## src/rtl/assert_macros.svh

```systemverilog
// Assertion helpers shared by the RTL. Synthesis sees empty bodies.
`ifndef ASSERT_MACROS_SVH
`define ASSERT_MACROS_SVH
`ifndef SYNTHESIS
// The property must hold at every rising clock edge outside reset.
`define S2B_ASSERT(label, clk, rst_n, prop) \
	label: assert property (@(posedge clk) disable iff (!rst_n) prop) \
		else $error("s2b: property check failed");
// The condition must never be true at a rising clock edge outside reset.
`define S2B_ASSERT_NEVER(label, clk, rst_n, cond) \
	label: assert property (@(posedge clk) disable iff (!rst_n) !(cond)) \
		else $error("s2b: forbidden condition seen");
`else
`define S2B_ASSERT(label, clk, rst_n, prop)
`define S2B_ASSERT_NEVER(label, clk, rst_n, cond)
`endif
`endif

```

## src/rtl/s2b_pkg.sv

```systemverilog
`default_nettype none

package s2b_pkg;

	// Fixed field widths.
	localparam int COORD_W    = 16;
	localparam int ADDR_W     = 32;
	localparam int BLOCK_W    = 5;
	localparam int PAD_W      = 8;
	localparam int OFFSET_W   = 4;
	localparam int CFG_IDX_W  = 3;
	localparam int CFG_DATA_W = 16;

	// Stream payload widths.
	localparam int IN_DATA_W  = 2 * OFFSET_W + 2 * COORD_W + 2 * ADDR_W;
	localparam int OUT_DATA_W = 2 * ADDR_W;
	localparam int OUT_USER_W = 2;

	// Configuration register indexes.
	typedef enum logic [CFG_IDX_W-1:0] {
		REG_TO_SPACE_MODE = 3'd0,
		REG_BLOCK_ROWS    = 3'd1,
		REG_BLOCK_COLS    = 3'd2,
		REG_PAD_TOP       = 3'd3,
		REG_PAD_LEFT      = 3'd4,
		REG_SPACE_ROWS    = 3'd5,
		REG_SPACE_COLS    = 3'd6,
		REG_CHANNELS      = 3'd7
	} cfg_reg_t;

	// Configuration register bank contents.
	typedef struct packed {
		logic               to_space_mode;
		logic [BLOCK_W-1:0] block_rows;
		logic [BLOCK_W-1:0] block_cols;
		logic [PAD_W-1:0]   pad_top;
		logic [PAD_W-1:0]   pad_left;
		logic [COORD_W-1:0] space_rows;
		logic [COORD_W-1:0] space_cols;
		logic [COORD_W-1:0] channels;
	} cfg_t;

	// One classified transfer waiting for its address computation.
	typedef struct packed {
		logic [COORD_W-1:0] pos_row;
		logic [COORD_W-1:0] pos_col;
		logic [COORD_W-1:0] chan;
		logic               oor;
		logic               last;
		logic               to_space;
		logic [ADDR_W-1:0]  origin;
		logic [ADDR_W-1:0]  batch;
	} xfer_t;

	// A channel count of zero behaves as one channel.
	function automatic logic [COORD_W-1:0] eff_channels(input logic [COORD_W-1:0] ch);
		logic [COORD_W-1:0] r;
		r = (ch == '0) ? COORD_W'(1) : ch;
		return r;
	endfunction

endpackage

`default_nettype wire

```

## src/rtl/space_to_batch_address_walker_top.sv

```systemverilog
`default_nettype none
`include "assert_macros.svh"

// Address walker for a two-dimensional space-to-batch or batch-to-space tile.
// An input request whose start flag is set while the walker is idle loads the
// block offsets, tile size and base addresses if the tile has nonzero rows and
// columns, and gives no result; each later input request gives one element
// transfer (space address, batch address, padding flag, direction, last flag),
// walking channels fastest, then columns, then rows. A start flag seen during a
// walk is ignored. Requests are taken one per cycle whenever the front queue
// (FIFO_DEPTH entries) has room, and results leave one per cycle while the
// output is not stalled; an accepted request's element is written into the
// queue, then loaded into the first multiplier stage (row times space columns),
// then into the output register through the second (times channels), and a
// stalled output holds every stage. The space address of a padding element is
// zero. Configuration writes take effect at once and are expected only while no
// request is still in flight.
module space_to_batch_address_walker_top #(
	parameter int FIFO_DEPTH = 4
) (
	input  wire                                 clk,
	input  wire                                 arst_n,
	// Configuration write port.
	input  wire                                 cfg_wen,
	input  wire  [s2b_pkg::CFG_IDX_W-1:0]       cfg_index,
	input  wire  [s2b_pkg::CFG_DATA_W-1:0]      cfg_wdata,
	// Input stream.
	input  wire                                 s_axis_tvalid,
	output logic                                s_axis_tready,
	// offset_row[3:0], offset_col[7:4], out_rows[23:8], out_cols[39:24],
	// space_base[71:40], batch_base[103:72]
	input  wire  [s2b_pkg::IN_DATA_W-1:0]       s_axis_tdata,
	// start_req[0]
	input  wire  [0:0]                          s_axis_tuser,
	// Output stream.
	output logic                                m_axis_tvalid,
	input  wire                                 m_axis_tready,
	// space_addr[31:0], batch_addr[63:32]
	output logic [s2b_pkg::OUT_DATA_W-1:0]      m_axis_tdata,
	// out_of_range[0], write_to_space[1]
	output logic [s2b_pkg::OUT_USER_W-1:0]      m_axis_tuser,
	output logic                                m_axis_tlast
);
	import s2b_pkg::*;

	cfg_t  cfg_q;
	logic  queue_full;
	logic  push;
	xfer_t push_entry;
	logic  front_busy;
	logic  pop;
	xfer_t head;
	logic  head_valid;

	logic [ADDR_W-1:0] space_addr, batch_addr;
	logic              out_of_range, write_to_space;

	// Configuration register bank.
	always_ff @(posedge clk or negedge arst_n) begin
		if (!arst_n) begin
			cfg_q.to_space_mode <= 1'b0;
			cfg_q.block_rows    <= BLOCK_W'(1);
			cfg_q.block_cols    <= BLOCK_W'(1);
			cfg_q.pad_top       <= '0;
			cfg_q.pad_left      <= '0;
			cfg_q.space_rows    <= COORD_W'(1);
			cfg_q.space_cols    <= COORD_W'(1);
			cfg_q.channels      <= COORD_W'(1);
		end else if (cfg_wen) begin
			case (cfg_reg_t'(cfg_index))
				REG_TO_SPACE_MODE: cfg_q.to_space_mode <= cfg_wdata[0];
				REG_BLOCK_ROWS:    cfg_q.block_rows    <= cfg_wdata[BLOCK_W-1:0];
				REG_BLOCK_COLS:    cfg_q.block_cols    <= cfg_wdata[BLOCK_W-1:0];
				REG_PAD_TOP:       cfg_q.pad_top       <= cfg_wdata[PAD_W-1:0];
				REG_PAD_LEFT:      cfg_q.pad_left      <= cfg_wdata[PAD_W-1:0];
				REG_SPACE_ROWS:    cfg_q.space_rows    <= cfg_wdata[COORD_W-1:0];
				REG_SPACE_COLS:    cfg_q.space_cols    <= cfg_wdata[COORD_W-1:0];
				REG_CHANNELS:      cfg_q.channels      <= cfg_wdata[COORD_W-1:0];
				default: begin
				end
			endcase
		end
	end

	// Front: takes requests, tracks the walk and classifies each element.
	s2b_front u_front (
		.clk        (clk),
		.arst_n     (arst_n),
		.cfg        (cfg_q),
		.in_valid   (s_axis_tvalid),
		.in_ready   (s_axis_tready),
		.start_req  (s_axis_tuser[0]),
		.offset_row (s_axis_tdata[3:0]),
		.offset_col (s_axis_tdata[7:4]),
		.out_rows   (s_axis_tdata[23:8]),
		.out_cols   (s_axis_tdata[39:24]),
		.space_base (s_axis_tdata[71:40]),
		.batch_base (s_axis_tdata[103:72]),
		.queue_full (queue_full),
		.push       (push),
		.push_entry (push_entry),
		.busy       (front_busy)
	);

	// Queue between the walk and the address pipeline.
	s2b_fifo #(
		.DEPTH (FIFO_DEPTH)
	) u_fifo (
		.clk        (clk),
		.arst_n     (arst_n),
		.push       (push),
		.push_entry (push_entry),
		.full       (queue_full),
		.pop        (pop),
		.head       (head),
		.head_valid (head_valid)
	);

	// Back: address arithmetic and output register.
	s2b_back u_back (
		.clk            (clk),
		.arst_n         (arst_n),
		.cfg            (cfg_q),
		.head_valid     (head_valid),
		.head           (head),
		.pop            (pop),
		.out_valid      (m_axis_tvalid),
		.out_ready      (m_axis_tready),
		.space_addr     (space_addr),
		.batch_addr     (batch_addr),
		.out_of_range   (out_of_range),
		.write_to_space (write_to_space),
		.last           (m_axis_tlast)
	);

	assign m_axis_tdata = {batch_addr, space_addr};
	assign m_axis_tuser = {write_to_space, out_of_range};

	// A padding element never carries a space address.
	`S2B_ASSERT(a_pad_addr_zero, clk, arst_n, m_axis_tvalid && m_axis_tuser[0] |-> m_axis_tdata[31:0] == '0)
	// The walk ends only on the element marked last.
	`S2B_ASSERT(a_walk_ends_on_last, clk, arst_n, $fell(front_busy) |-> $past(push && push_entry.last))
	// The front never hands an element to a full queue.
	`S2B_ASSERT_NEVER(a_no_push_when_full, clk, arst_n, push && queue_full)

endmodule

`default_nettype wire

```

## src/rtl/s2b_front.sv

```systemverilog
`default_nettype none

module s2b_front (
	input  wire                             clk,
	input  wire                             arst_n,
	input  s2b_pkg::cfg_t                   cfg,
	input  wire                             in_valid,
	output logic                            in_ready,
	input  wire                             start_req,
	input  wire  [s2b_pkg::OFFSET_W-1:0]    offset_row,
	input  wire  [s2b_pkg::OFFSET_W-1:0]    offset_col,
	input  wire  [s2b_pkg::COORD_W-1:0]     out_rows,
	input  wire  [s2b_pkg::COORD_W-1:0]     out_cols,
	input  wire  [s2b_pkg::ADDR_W-1:0]      space_base,
	input  wire  [s2b_pkg::ADDR_W-1:0]      batch_base,
	input  wire                             queue_full,
	output logic                            push,
	output s2b_pkg::xfer_t                  push_entry,
	output logic                            busy
);
	import s2b_pkg::*;

	localparam int POS_W = COORD_W + BLOCK_W + 1;

	typedef struct packed {
		logic [COORD_W-1:0] pos;
		logic               oor;
	} pos_t;

	// Space position idx * block + off - pad, flagged when outside [0, size).
	function automatic pos_t dim_position(
		input logic [COORD_W-1:0]  idx,
		input logic [BLOCK_W-1:0]  blk,
		input logic [OFFSET_W-1:0] off,
		input logic [PAD_W-1:0]    pad,
		input logic [COORD_W-1:0]  size
	);
		logic [POS_W-1:0] sum;
		logic [POS_W-1:0] diff;
		pos_t             r;
		sum   = POS_W'(idx) * POS_W'(blk) + POS_W'(off);
		diff  = sum - POS_W'(pad);
		r.oor = (sum < POS_W'(pad)) || (diff >= POS_W'(size));
		r.pos = diff[COORD_W-1:0];
		return r;
	endfunction

	logic                busy_q;
	logic [COORD_W-1:0]  row_q, col_q, chan_q;
	logic [OFFSET_W-1:0] off_row_q, off_col_q;
	logic [COORD_W-1:0]  rows_q, cols_q;
	logic [ADDR_W-1:0]   origin_q, cursor_q;

	logic               accept;
	logic [COORD_W-1:0] nch;
	pos_t               prow, pcol;
	logic               lc, lcol, lrow;

	// Items are taken whenever the queue has room.
	assign in_ready = !queue_full;
	assign accept   = in_valid && !queue_full;
	assign push     = accept && busy_q;
	assign busy     = busy_q;

	// Classify the current element of the walk.
	always_comb begin
		nch  = eff_channels(cfg.channels);
		prow = dim_position(row_q, cfg.block_rows, off_row_q, cfg.pad_top, cfg.space_rows);
		pcol = dim_position(col_q, cfg.block_cols, off_col_q, cfg.pad_left, cfg.space_cols);
		lc   = ({1'b0, chan_q} + (COORD_W+1)'(1)) >= {1'b0, nch};
		lcol = ({1'b0, col_q} + (COORD_W+1)'(1)) >= {1'b0, cols_q};
		lrow = ({1'b0, row_q} + (COORD_W+1)'(1)) >= {1'b0, rows_q};
	end

	always_comb begin
		push_entry.pos_row  = prow.pos;
		push_entry.pos_col  = pcol.pos;
		push_entry.chan     = chan_q;
		push_entry.oor      = prow.oor || pcol.oor;
		push_entry.last     = lc && lcol && lrow;
		push_entry.to_space = cfg.to_space_mode;
		push_entry.origin   = origin_q;
		push_entry.batch    = cursor_q;
	end

	// Tile start and the row, column, channel walk.
	always_ff @(posedge clk or negedge arst_n) begin
		if (!arst_n) begin
			busy_q    <= 1'b0;
			row_q     <= '0;
			col_q     <= '0;
			chan_q    <= '0;
			off_row_q <= '0;
			off_col_q <= '0;
			rows_q    <= '0;
			cols_q    <= '0;
			origin_q  <= '0;
			cursor_q  <= '0;
		end else if (accept) begin
			if (!busy_q) begin
				if (start_req && out_rows != '0 && out_cols != '0) begin
					off_row_q <= offset_row;
					off_col_q <= offset_col;
					rows_q    <= out_rows;
					cols_q    <= out_cols;
					origin_q  <= space_base;
					cursor_q  <= batch_base;
					row_q     <= '0;
					col_q     <= '0;
					chan_q    <= '0;
					busy_q    <= 1'b1;
				end
			end else begin
				cursor_q <= cursor_q + ADDR_W'(1);
				if (!lc) begin
					chan_q <= chan_q + COORD_W'(1);
				end else begin
					chan_q <= '0;
					if (!lcol) begin
						col_q <= col_q + COORD_W'(1);
					end else begin
						col_q <= '0;
						if (!lrow) begin
							row_q <= row_q + COORD_W'(1);
						end else begin
							row_q  <= '0;
							busy_q <= 1'b0;
						end
					end
				end
			end
		end
	end

endmodule

`default_nettype wire

```

## src/rtl/s2b_fifo.sv

```systemverilog
`default_nettype none

module s2b_fifo #(
	parameter int DEPTH = 4
) (
	input  wire             clk,
	input  wire             arst_n,
	input  wire             push,
	input  s2b_pkg::xfer_t  push_entry,
	output logic            full,
	input  wire             pop,
	output s2b_pkg::xfer_t  head,
	output logic            head_valid
);
	import s2b_pkg::*;

	localparam int PTR_W = (DEPTH > 1) ? $clog2(DEPTH) : 1;
	localparam int CNT_W = $clog2(DEPTH + 1);

	xfer_t            mem_q [DEPTH];
	logic [PTR_W-1:0] wr_ptr_q, rd_ptr_q;
	logic [CNT_W-1:0] count_q;
	logic             do_push, do_pop;

	assign full       = (count_q == CNT_W'(DEPTH));
	assign head_valid = (count_q != '0);
	assign head       = mem_q[rd_ptr_q];
	assign do_push    = push && !full;
	assign do_pop     = pop && head_valid;

	// Entry storage.
	always_ff @(posedge clk) begin
		if (do_push) begin
			mem_q[wr_ptr_q] <= push_entry;
		end
	end

	// Pointers and fill count.
	always_ff @(posedge clk or negedge arst_n) begin
		if (!arst_n) begin
			wr_ptr_q <= '0;
			rd_ptr_q <= '0;
			count_q  <= '0;
		end else begin
			if (do_push) begin
				wr_ptr_q <= (wr_ptr_q == PTR_W'(DEPTH - 1)) ? '0 : wr_ptr_q + PTR_W'(1);
			end
			if (do_pop) begin
				rd_ptr_q <= (rd_ptr_q == PTR_W'(DEPTH - 1)) ? '0 : rd_ptr_q + PTR_W'(1);
			end
			if (do_push && !do_pop) begin
				count_q <= count_q + CNT_W'(1);
			end else if (do_pop && !do_push) begin
				count_q <= count_q - CNT_W'(1);
			end
		end
	end

endmodule

`default_nettype wire

```

## src/rtl/s2b_back.sv

```systemverilog
`default_nettype none

module s2b_back (
	input  wire                          clk,
	input  wire                          arst_n,
	input  s2b_pkg::cfg_t                cfg,
	input  wire                          head_valid,
	input  s2b_pkg::xfer_t               head,
	output logic                         pop,
	output logic                         out_valid,
	input  wire                          out_ready,
	output logic [s2b_pkg::ADDR_W-1:0]   space_addr,
	output logic [s2b_pkg::ADDR_W-1:0]   batch_addr,
	output logic                         out_of_range,
	output logic                         write_to_space,
	output logic                         last
);
	import s2b_pkg::*;

	logic                      advance;
	logic [2*COORD_W-1:0]      row_prod;
	logic [ADDR_W-1:0]         lin_next;
	logic [ADDR_W+COORD_W-1:0] chan_prod;
	logic [ADDR_W-1:0]         addr_next;

	logic              valid_s1;
	logic [ADDR_W-1:0] lin_s1;
	xfer_t             xfer_s1;

	logic              out_valid_q;
	logic [ADDR_W-1:0] space_addr_q, batch_addr_q;
	logic              oor_q, to_space_q, last_q;

	// The whole pipeline moves when the output register is free or drained.
	assign advance = !out_valid_q || out_ready;
	assign pop     = advance && head_valid;

	// Stage one: linear space position row * space_cols + col.
	always_comb begin
		row_prod = head.pos_row * cfg.space_cols;
		lin_next = ADDR_W'(row_prod) + ADDR_W'(head.pos_col);
	end

	// Stage two: scale by channels and add origin and channel index.
	always_comb begin
		chan_prod = lin_s1 * eff_channels(cfg.channels);
		addr_next = chan_prod[ADDR_W-1:0] + xfer_s1.origin + ADDR_W'(xfer_s1.chan);
	end

	always_ff @(posedge clk or negedge arst_n) begin
		if (!arst_n) begin
			valid_s1    <= 1'b0;
			out_valid_q <= 1'b0;
		end else if (advance) begin
			valid_s1    <= head_valid;
			out_valid_q <= valid_s1;
		end
	end

	always_ff @(posedge clk) begin
		if (advance) begin
			lin_s1       <= lin_next;
			xfer_s1      <= head;
			space_addr_q <= xfer_s1.oor ? '0 : addr_next;
			batch_addr_q <= xfer_s1.batch;
			oor_q        <= xfer_s1.oor;
			to_space_q   <= xfer_s1.to_space;
			last_q       <= xfer_s1.last;
		end
	end

	assign out_valid      = out_valid_q;
	assign space_addr     = space_addr_q;
	assign batch_addr     = batch_addr_q;
	assign out_of_range   = oor_q;
	assign write_to_space = to_space_q;
	assign last           = last_q;

endmodule

`default_nettype wire

```

## config.mk

```make
export PLATFORM = sky130hd
export DESIGN_NAME = space_to_batch_address_walker_top
export DESIGN_NICKNAME = d
export VERILOG_FILES = /design/src/rtl/s2b_pkg.sv /design/src/rtl/space_to_batch_address_walker_top.sv /design/src/rtl/s2b_front.sv /design/src/rtl/s2b_fifo.sv /design/src/rtl/s2b_back.sv
export VERILOG_INCLUDE_DIRS = /design/src /design/src/rtl
export SDC_FILE = /design/constraint.sdc
export NUM_CORES = 2
export LEC_CHECK = 0
export BUFFER_PORTS_ARGS = -buffer_cell sky130_fd_sc_hd__clkbuf_2
export CAP_MARGIN = 15
export CORE_UTILIZATION = 64
export DETAILED_ROUTE_END_ITERATION = 6
export PLACE_DENSITY = 0.83
export SETUP_SLACK_MARGIN = 0.3
export SYNTH_ARGS = -nofsm -noshare
export SYNTH_HDL_FRONTEND = slang
export SYNTH_SLANG_ARGS = --single-unit
```

## constraint.sdc

```tcl
create_clock -name clk -period 8.5 [get_ports clk]
set_input_delay 0.85 -clock clk [delete_from_list [all_inputs] [get_ports clk]]
set_output_delay 0.85 -clock clk [all_outputs]
set_load 0.05 [all_outputs]
```

## Word-level counts from Yosys, hierarchy flattened

Memories as Yosys holds them, arrays and structs flattened.
Cells that the tools add are included.

| cells by class | value |
|---|---|
| divide/modulo/power cells | 0 |
| bitwise gates (word level) | 1 |
| order comparisons | 7 |
| reduce and logical (&&, ||, !) cells | 38 |
| eq/ne operators | 12 |
| $add $sub $neg | 18 |
| mux-type cells | 24 |
| shift operators | 0 |
| $mul | 4 |

Operator list:

| cell | number |
|---|---|
| $mux 16 | 11 |
| $add 32x16->32 | 2 |
| $mux 32 | 2 |
| $add 16x1->17 const B | 3 |
| $ge 17x16->1 | 3 |
| $add 16x1->16 const B | 3 |
| $add 21x4->22 | 2 |
| $ge 22x16->1 | 2 |
| $lt 22x8->1 | 2 |
| $sub 22x8->22 | 2 |
| $mul 16x5->21 | 2 |
| $add 32x1->32 const B | 1 |
| $add 32x32->32 | 1 |
| $mul 16x16->32 | 1 |
| $mul 32x16->32 | 1 |
| $reduce_bool 16->1 | 2 |
| $reduce_and 2->1 | 9 |
| $logic_not 16->1 | 1 |
| $eq 3x3->1 const B | 5 |
| $logic_and 1x1->1 | 11 |
| $mux 1 | 7 |
| $eq 3x2->1 const B | 2 |
| $mux 3 | 2 |
| $reduce_and 3->1 | 2 |
| other kinds (14) | 25 |

| word-level totals | value |
|---|---|
| input port bits | 129 |
| output and inout port bits | 69 |
| word-level logic and storage cells | 140 |
| memory bits (read-only) | 0 |
| memory bits (writable) | 460 |
| register bits after elaboration | 419 |
| latch bits | 0 |
| memories | 1 |

Memories:

| name | depth | width | rd ports | clocked after memory_dff | wr ports | RTL line | text |
|---|---|---|---|---|---|---|---|
| u_fifo.mem_q | 4 | 115 | 1 | 0 | 1 | s2b_fifo.sv:20 | `xfer_t mem_q [DEPTH];` |

## Longest topological paths before layout

| logic depth | value |
|---|---|
| word-level depth | 9 |
| gate-level depth with buffers | 31 |
| depth with buffers taken out | 30 |

## By module

From an unflattened synthesis, not the netlist that was laid out.

| unflattened totals | value |
|---|---|
| cells, all modules | 5549 |
| area total of the unflattened synthesis | 63815.0 um2 |

By module, submodules not included:

| module | area an instance (um2) | cells an instance | times used | seq. area each (um2) |
|---|---|---|---|---|
| s2b_back | 27367.5 | 2727 | 1 | 5515.3 |
| s2b_fifo | 16990.0 | 638 | 1 | 13988.4 |
| s2b_front | 16393.2 | 2016 | 1 | 3828.7 |
| space_to_batch_address_walker_top | 3064.2 | 168 | 1 | 1883.1 |

## Worst setup path after synthesis

OpenSTA, ideal clock, no wires.

| timing path | value |
|---|---|
| path type | register to register |
| start | reg u_fifo.rd_ptr_q[0] |
| end | reg u_back.lin_s1[31], data pin |
| data required time | 8.240 ns |
| library setup time | 0.260 ns |
| slack | 0.777 ns |
| buffers on the path | 3 |
| stages on the path, launching flop included | 28 |
| arrival | 7.463 ns |
| cells stage by stage | dfrtp_1 clkbuf_1 buf_1 mux4_2 clkbuf_1 nand2_1 fa_1 inv_1 fa_1 inv_1 fa_1 inv_1 fa_1 inv_1 fa_1 inv_1 fa_1 ha_1 nand3_1 nor3_1 o41ai_1 a211o_1 a21o_1 a2111o_1 a31oi_1 a21o_1 a21oi_1 xnor2_1 |

| between the ends | value |
|---|---|
| cells in the longest elaborated chain, start to end | 3 |

RTL lines:

| what | RTL line | text |
|---|---|---|
| start: declaration | s2b_fifo.sv:21 | `logic [PTR_W-1:0] wr_ptr_q, rd_ptr_q;` |
| start signal: assignment | s2b_fifo.sv:49 | `rd_ptr_q <= (rd_ptr_q == PTR_W'(DEPTH - 1)) ? '0 : rd_ptr_q + PTR_W'(1);` |
| $mem_v2 4x115 (*) | -- |  |
| $mul 16x16->32 | s2b_back.sv:40 | `row_prod = head.pos_row * cfg.space_cols;` |
| $add 32x16->32 (*) | s2b_back.sv:41 | `lin_next = ADDR_W'(row_prod) + ADDR_W'(head.pos_col);` |
| net u_back.lin_next[31] | s2b_back.sv:22 | `logic [ADDR_W-1:0] lin_next;` |
| end signal: assignment | s2b_back.sv:62 | `lin_s1 <= lin_next;` |
| end: declaration | s2b_back.sv:27 | `logic [ADDR_W-1:0] lin_s1;` |

The timed path passes the listed nets; every way through them passes the cells marked *.
A chain may end at the register's enable or synchronous reset.

## Final worst setup path

| timing path | value |
|---|---|
| start | reg u_fifo.rd_ptr_q[0] |
| end | reg u_back.lin_s1[30], data pin |

Same word-level chain as after synthesis.

==> impl_metrics.toml <==
[worst_setup_path]
critPathSlowestCell = "mux4_2"
critical_path.startpoint = "u_fifo.rd_ptr_q[0]$_DFFE_PN0P_"
worst_setup_path_end_kind = "flip-flop"
critical-path-max-stage-delay_ns = 0.77
r2r_cells = 24
reg2reg_to = "u_back.lin_s1[30]$_DFFE_PN_"
regToRegStartpoint = "u_fifo.rd_ptr_q[0]$_DFFE_PN0P_"
worstSetupEndpoint = "u_back.lin_s1[30]$_DFFE_PN_"
crit_type = "flip-flop to flip-flop"
crit_top_cell = "fa_1"
required_ns = 8.89
arrival_ns = 8.20
cp_max_fo = 22
cp-start-kind = "flip-flop"
crit_chain = "mux4_2 -> and2_1 -> fa_1 -> inv_1 -> fa_1 -> inv_1 -> ha_1 -> fa_1 -> inv_1 -> fa_1 -> fa_1 -> inv_1 -> ha_1 -> o21a_1 -> o21ai_0 -> nor3_1 -> a2111oi_0 -> o211ai_1 -> nand2_1 -> o21ai_0 -> nor3_1 -> o21bai_1 -> a21oi_1 -> xnor2_1"
regToRegSetupSlack_ns = 0.69

[synthesis]
ys_types = 79
syn-num-nets = 6659
synth_area_leaders = "edfxtp_1, fa_1, dfrtp_1"
seq_area_frac_synth_pct = 40.0
yosys.area.top_type_share_pct = 30.6
synth_area_leader_cell = "edfxtp_1"
async_reset_ff_share_pct = 27.0
ys_ff_latch = 879
avgSynthCellArea_um2 = 11.5
synth_edf_count = 642
netlist_area_um2 = 63100
yosys_most_used_dff = "edfxtp_1"
syn_inst = 5494
yosysWarnings = 0

[grt]
grt_overflow = 0
grt_max_degree = 106
grt_pass1_vias = 44300
grt_pass1_wl_mm = 246
antenna_found_initial = 2
grt_usage_pct = 32.4

[floorplan]
rows = 114
dieArea_um2 = 99800
dieHeight_um = 316
coreArea_um2 = 97100
die_x_um = 316
start_util_pct = 64.9
io_pins = 198

[place]
hpwl_mm = 107
place_congestion = 0.943
io_buffers = 197
dpl_cell_area_um2 = 65200

[sta]
rsz0062_at_grt = "false"
max_freq_mhz = 128
hold_violations = 0
finClkSkew_ns = 0.0582
maxSlewHeadroom_pct = 21.0
fin_tns_setup_ns = 0
period_share_pct = 91.9
tightest_slew_ns = 1.18
timing.final.crit_period_ns = 7.81
finalSetupViolations = 0
maxSlewViolCount = 0

[clock_tree]
cts_buffer_depth = 3
holdBufCountCts = 0
cts_sinks = 879
clock_latency_ns = 0.70
clockRootBuffer = "clkbuf_16"
cts_resized = 0
cts_tree = "yes"
clk_pin_slew_worst_paths_ns = 0.06
cts_max_level = 3
cts_setup_buffers = 0
cts_buffers = 89

[cells_and_area]
fin_nets = 6765
area_growth_pct = 8.20
final_cell_mix = "inv_1, nand2_1, fa_1, edfxtp_1, ha_1"
drive_gt1_share_pct = 10.9
final_common_cell = "inv_1"
final_area_um2 = 68200

[worst_hold_path]
hold_path_class = "primary input to async pin"

[routing]
drc_errors = 0
routedWlPerCell_um = 22.6
first_iter_violations = 3884
drtAntennaViolNets = 0
routed_wl_mm = 157
viasPerCell = 6.05
dr_total_vias = 42100
drtPass1Iterations = 6

[run_status]
outcome = "finished, final reports clean"

[job]
maxCapViolations = 0
## cells by family after synthesis
kind of cell	after synthesis	synth area share, %
DFF	879	40.0
buffers and inverters	1149	6.86
muxes	191	5.45
xor gates and xnor gates	176	2.44
adders and majority gates	1036	28.3
AOI/OAI and AO/OA	549	5.46
and+or+nand+nor	1514	11.5
## state kept, by name, indices dropped and copies added (netlist names), 32 cells and up
name and flops:
u_front.origin_q 32, u_back.lin_s1 32, u_front.cursor_q 32, cfg_q 75
u_back.space_addr 32, u_fifo.mem_q 460, u_back.xfer_s1 83, u_back.batch_addr 32
## synthesized netlist by cell type (42+ instances only)
cell      number
and2_1       345
a21o_1        50
clkbuf_1     210
o21ai_0      157
and3_1        42
dfrtp_1      232
fa_1         654
xnor2_1      109
nor2_1       123
ha_1         382
edfxtp_1     642
mux2_2        71
a21oi_1      139
mux4_2       115
xor2_1        67
nand2_1      753
inv_1        920
nand3_1       69
## worst max-delay path, delay by kind of cell, from the launching register on
kind | cells | cell delay [ns]
xor+xnor | 1 | 0.09
flops | 1 | 0.70
mux | 1 | 0.77
buf+inv | 4 | 0.19
simple gates | 4 | 0.80
compound gates | 7 | 1.92
fa+ha+maj | 7 | 3.02
## stage by stage
step / worst slack [ns] / util [%] / instances / hold slack (ns)
6_report: 0.690 / 70.2 / 6955 / 0.113
5_1_grt: 0.314 / 70.2 / 6953 / 0.125
3_5_place_dp: 0.855 / 67.1 / 6785 / 0.405
3_3_place_gp: 0.974 / 67.1 / 6785 / 0.403
4_1_cts: 0.792 / 70.2 / 6953 / 0.102
2_1_floorplan: 0.777 / - / 5494 / 0.400
## routing by layer
layer	global-route usage, %	vias to the layer above	wire [um]
met5	0	-	0
met4	15.9	0	8540
met3	6.41	544	13900
met2	53.4	2243	75900
met1	41.3	21100	58700
li1	-	18200	-
## worst min path at each step
stage,start,endpoint,slack (ns),cells after the start
after floorplan,u_back.xfer_s1[0]$_DFFE_PN_,u_back.batch_addr[0]$_DFFE_PN_,0.40,0
after global placement,u_back.xfer_s1[31]$_DFFE_PN_,u_back.batch_addr[31]$_DFFE_PN_,0.40,0
after detailed placement,u_back.xfer_s1[12]$_DFFE_PN_,u_back.batch_addr[12]$_DFFE_PN_,0.40,0
after CTS,arst_n,u_fifo.count_q[2]$_DFFE_PN0P_,0.10,1
after global routing,arst_n,u_front.row_q[6]$_DFFE_PN0P_,0.13,1
final,arst_n,u_front.row_q[5]$_DFFE_PN0P_,0.11,1
## cell type report
cell class	instances	area, um2
inverters	920	3450
diodes	2	5.00
clock buffers	126	2500
well taps	1276	1600
multi-input cells	3466	33600
flip-flops and latches	879	25200
repair buffers	244	1360
fillers	6358	28900
clock inverters	42	532
Power is left out: the tool's default activity adds up to more than one toggle a clock period on the data nets, which glitch-free logic cannot reach.
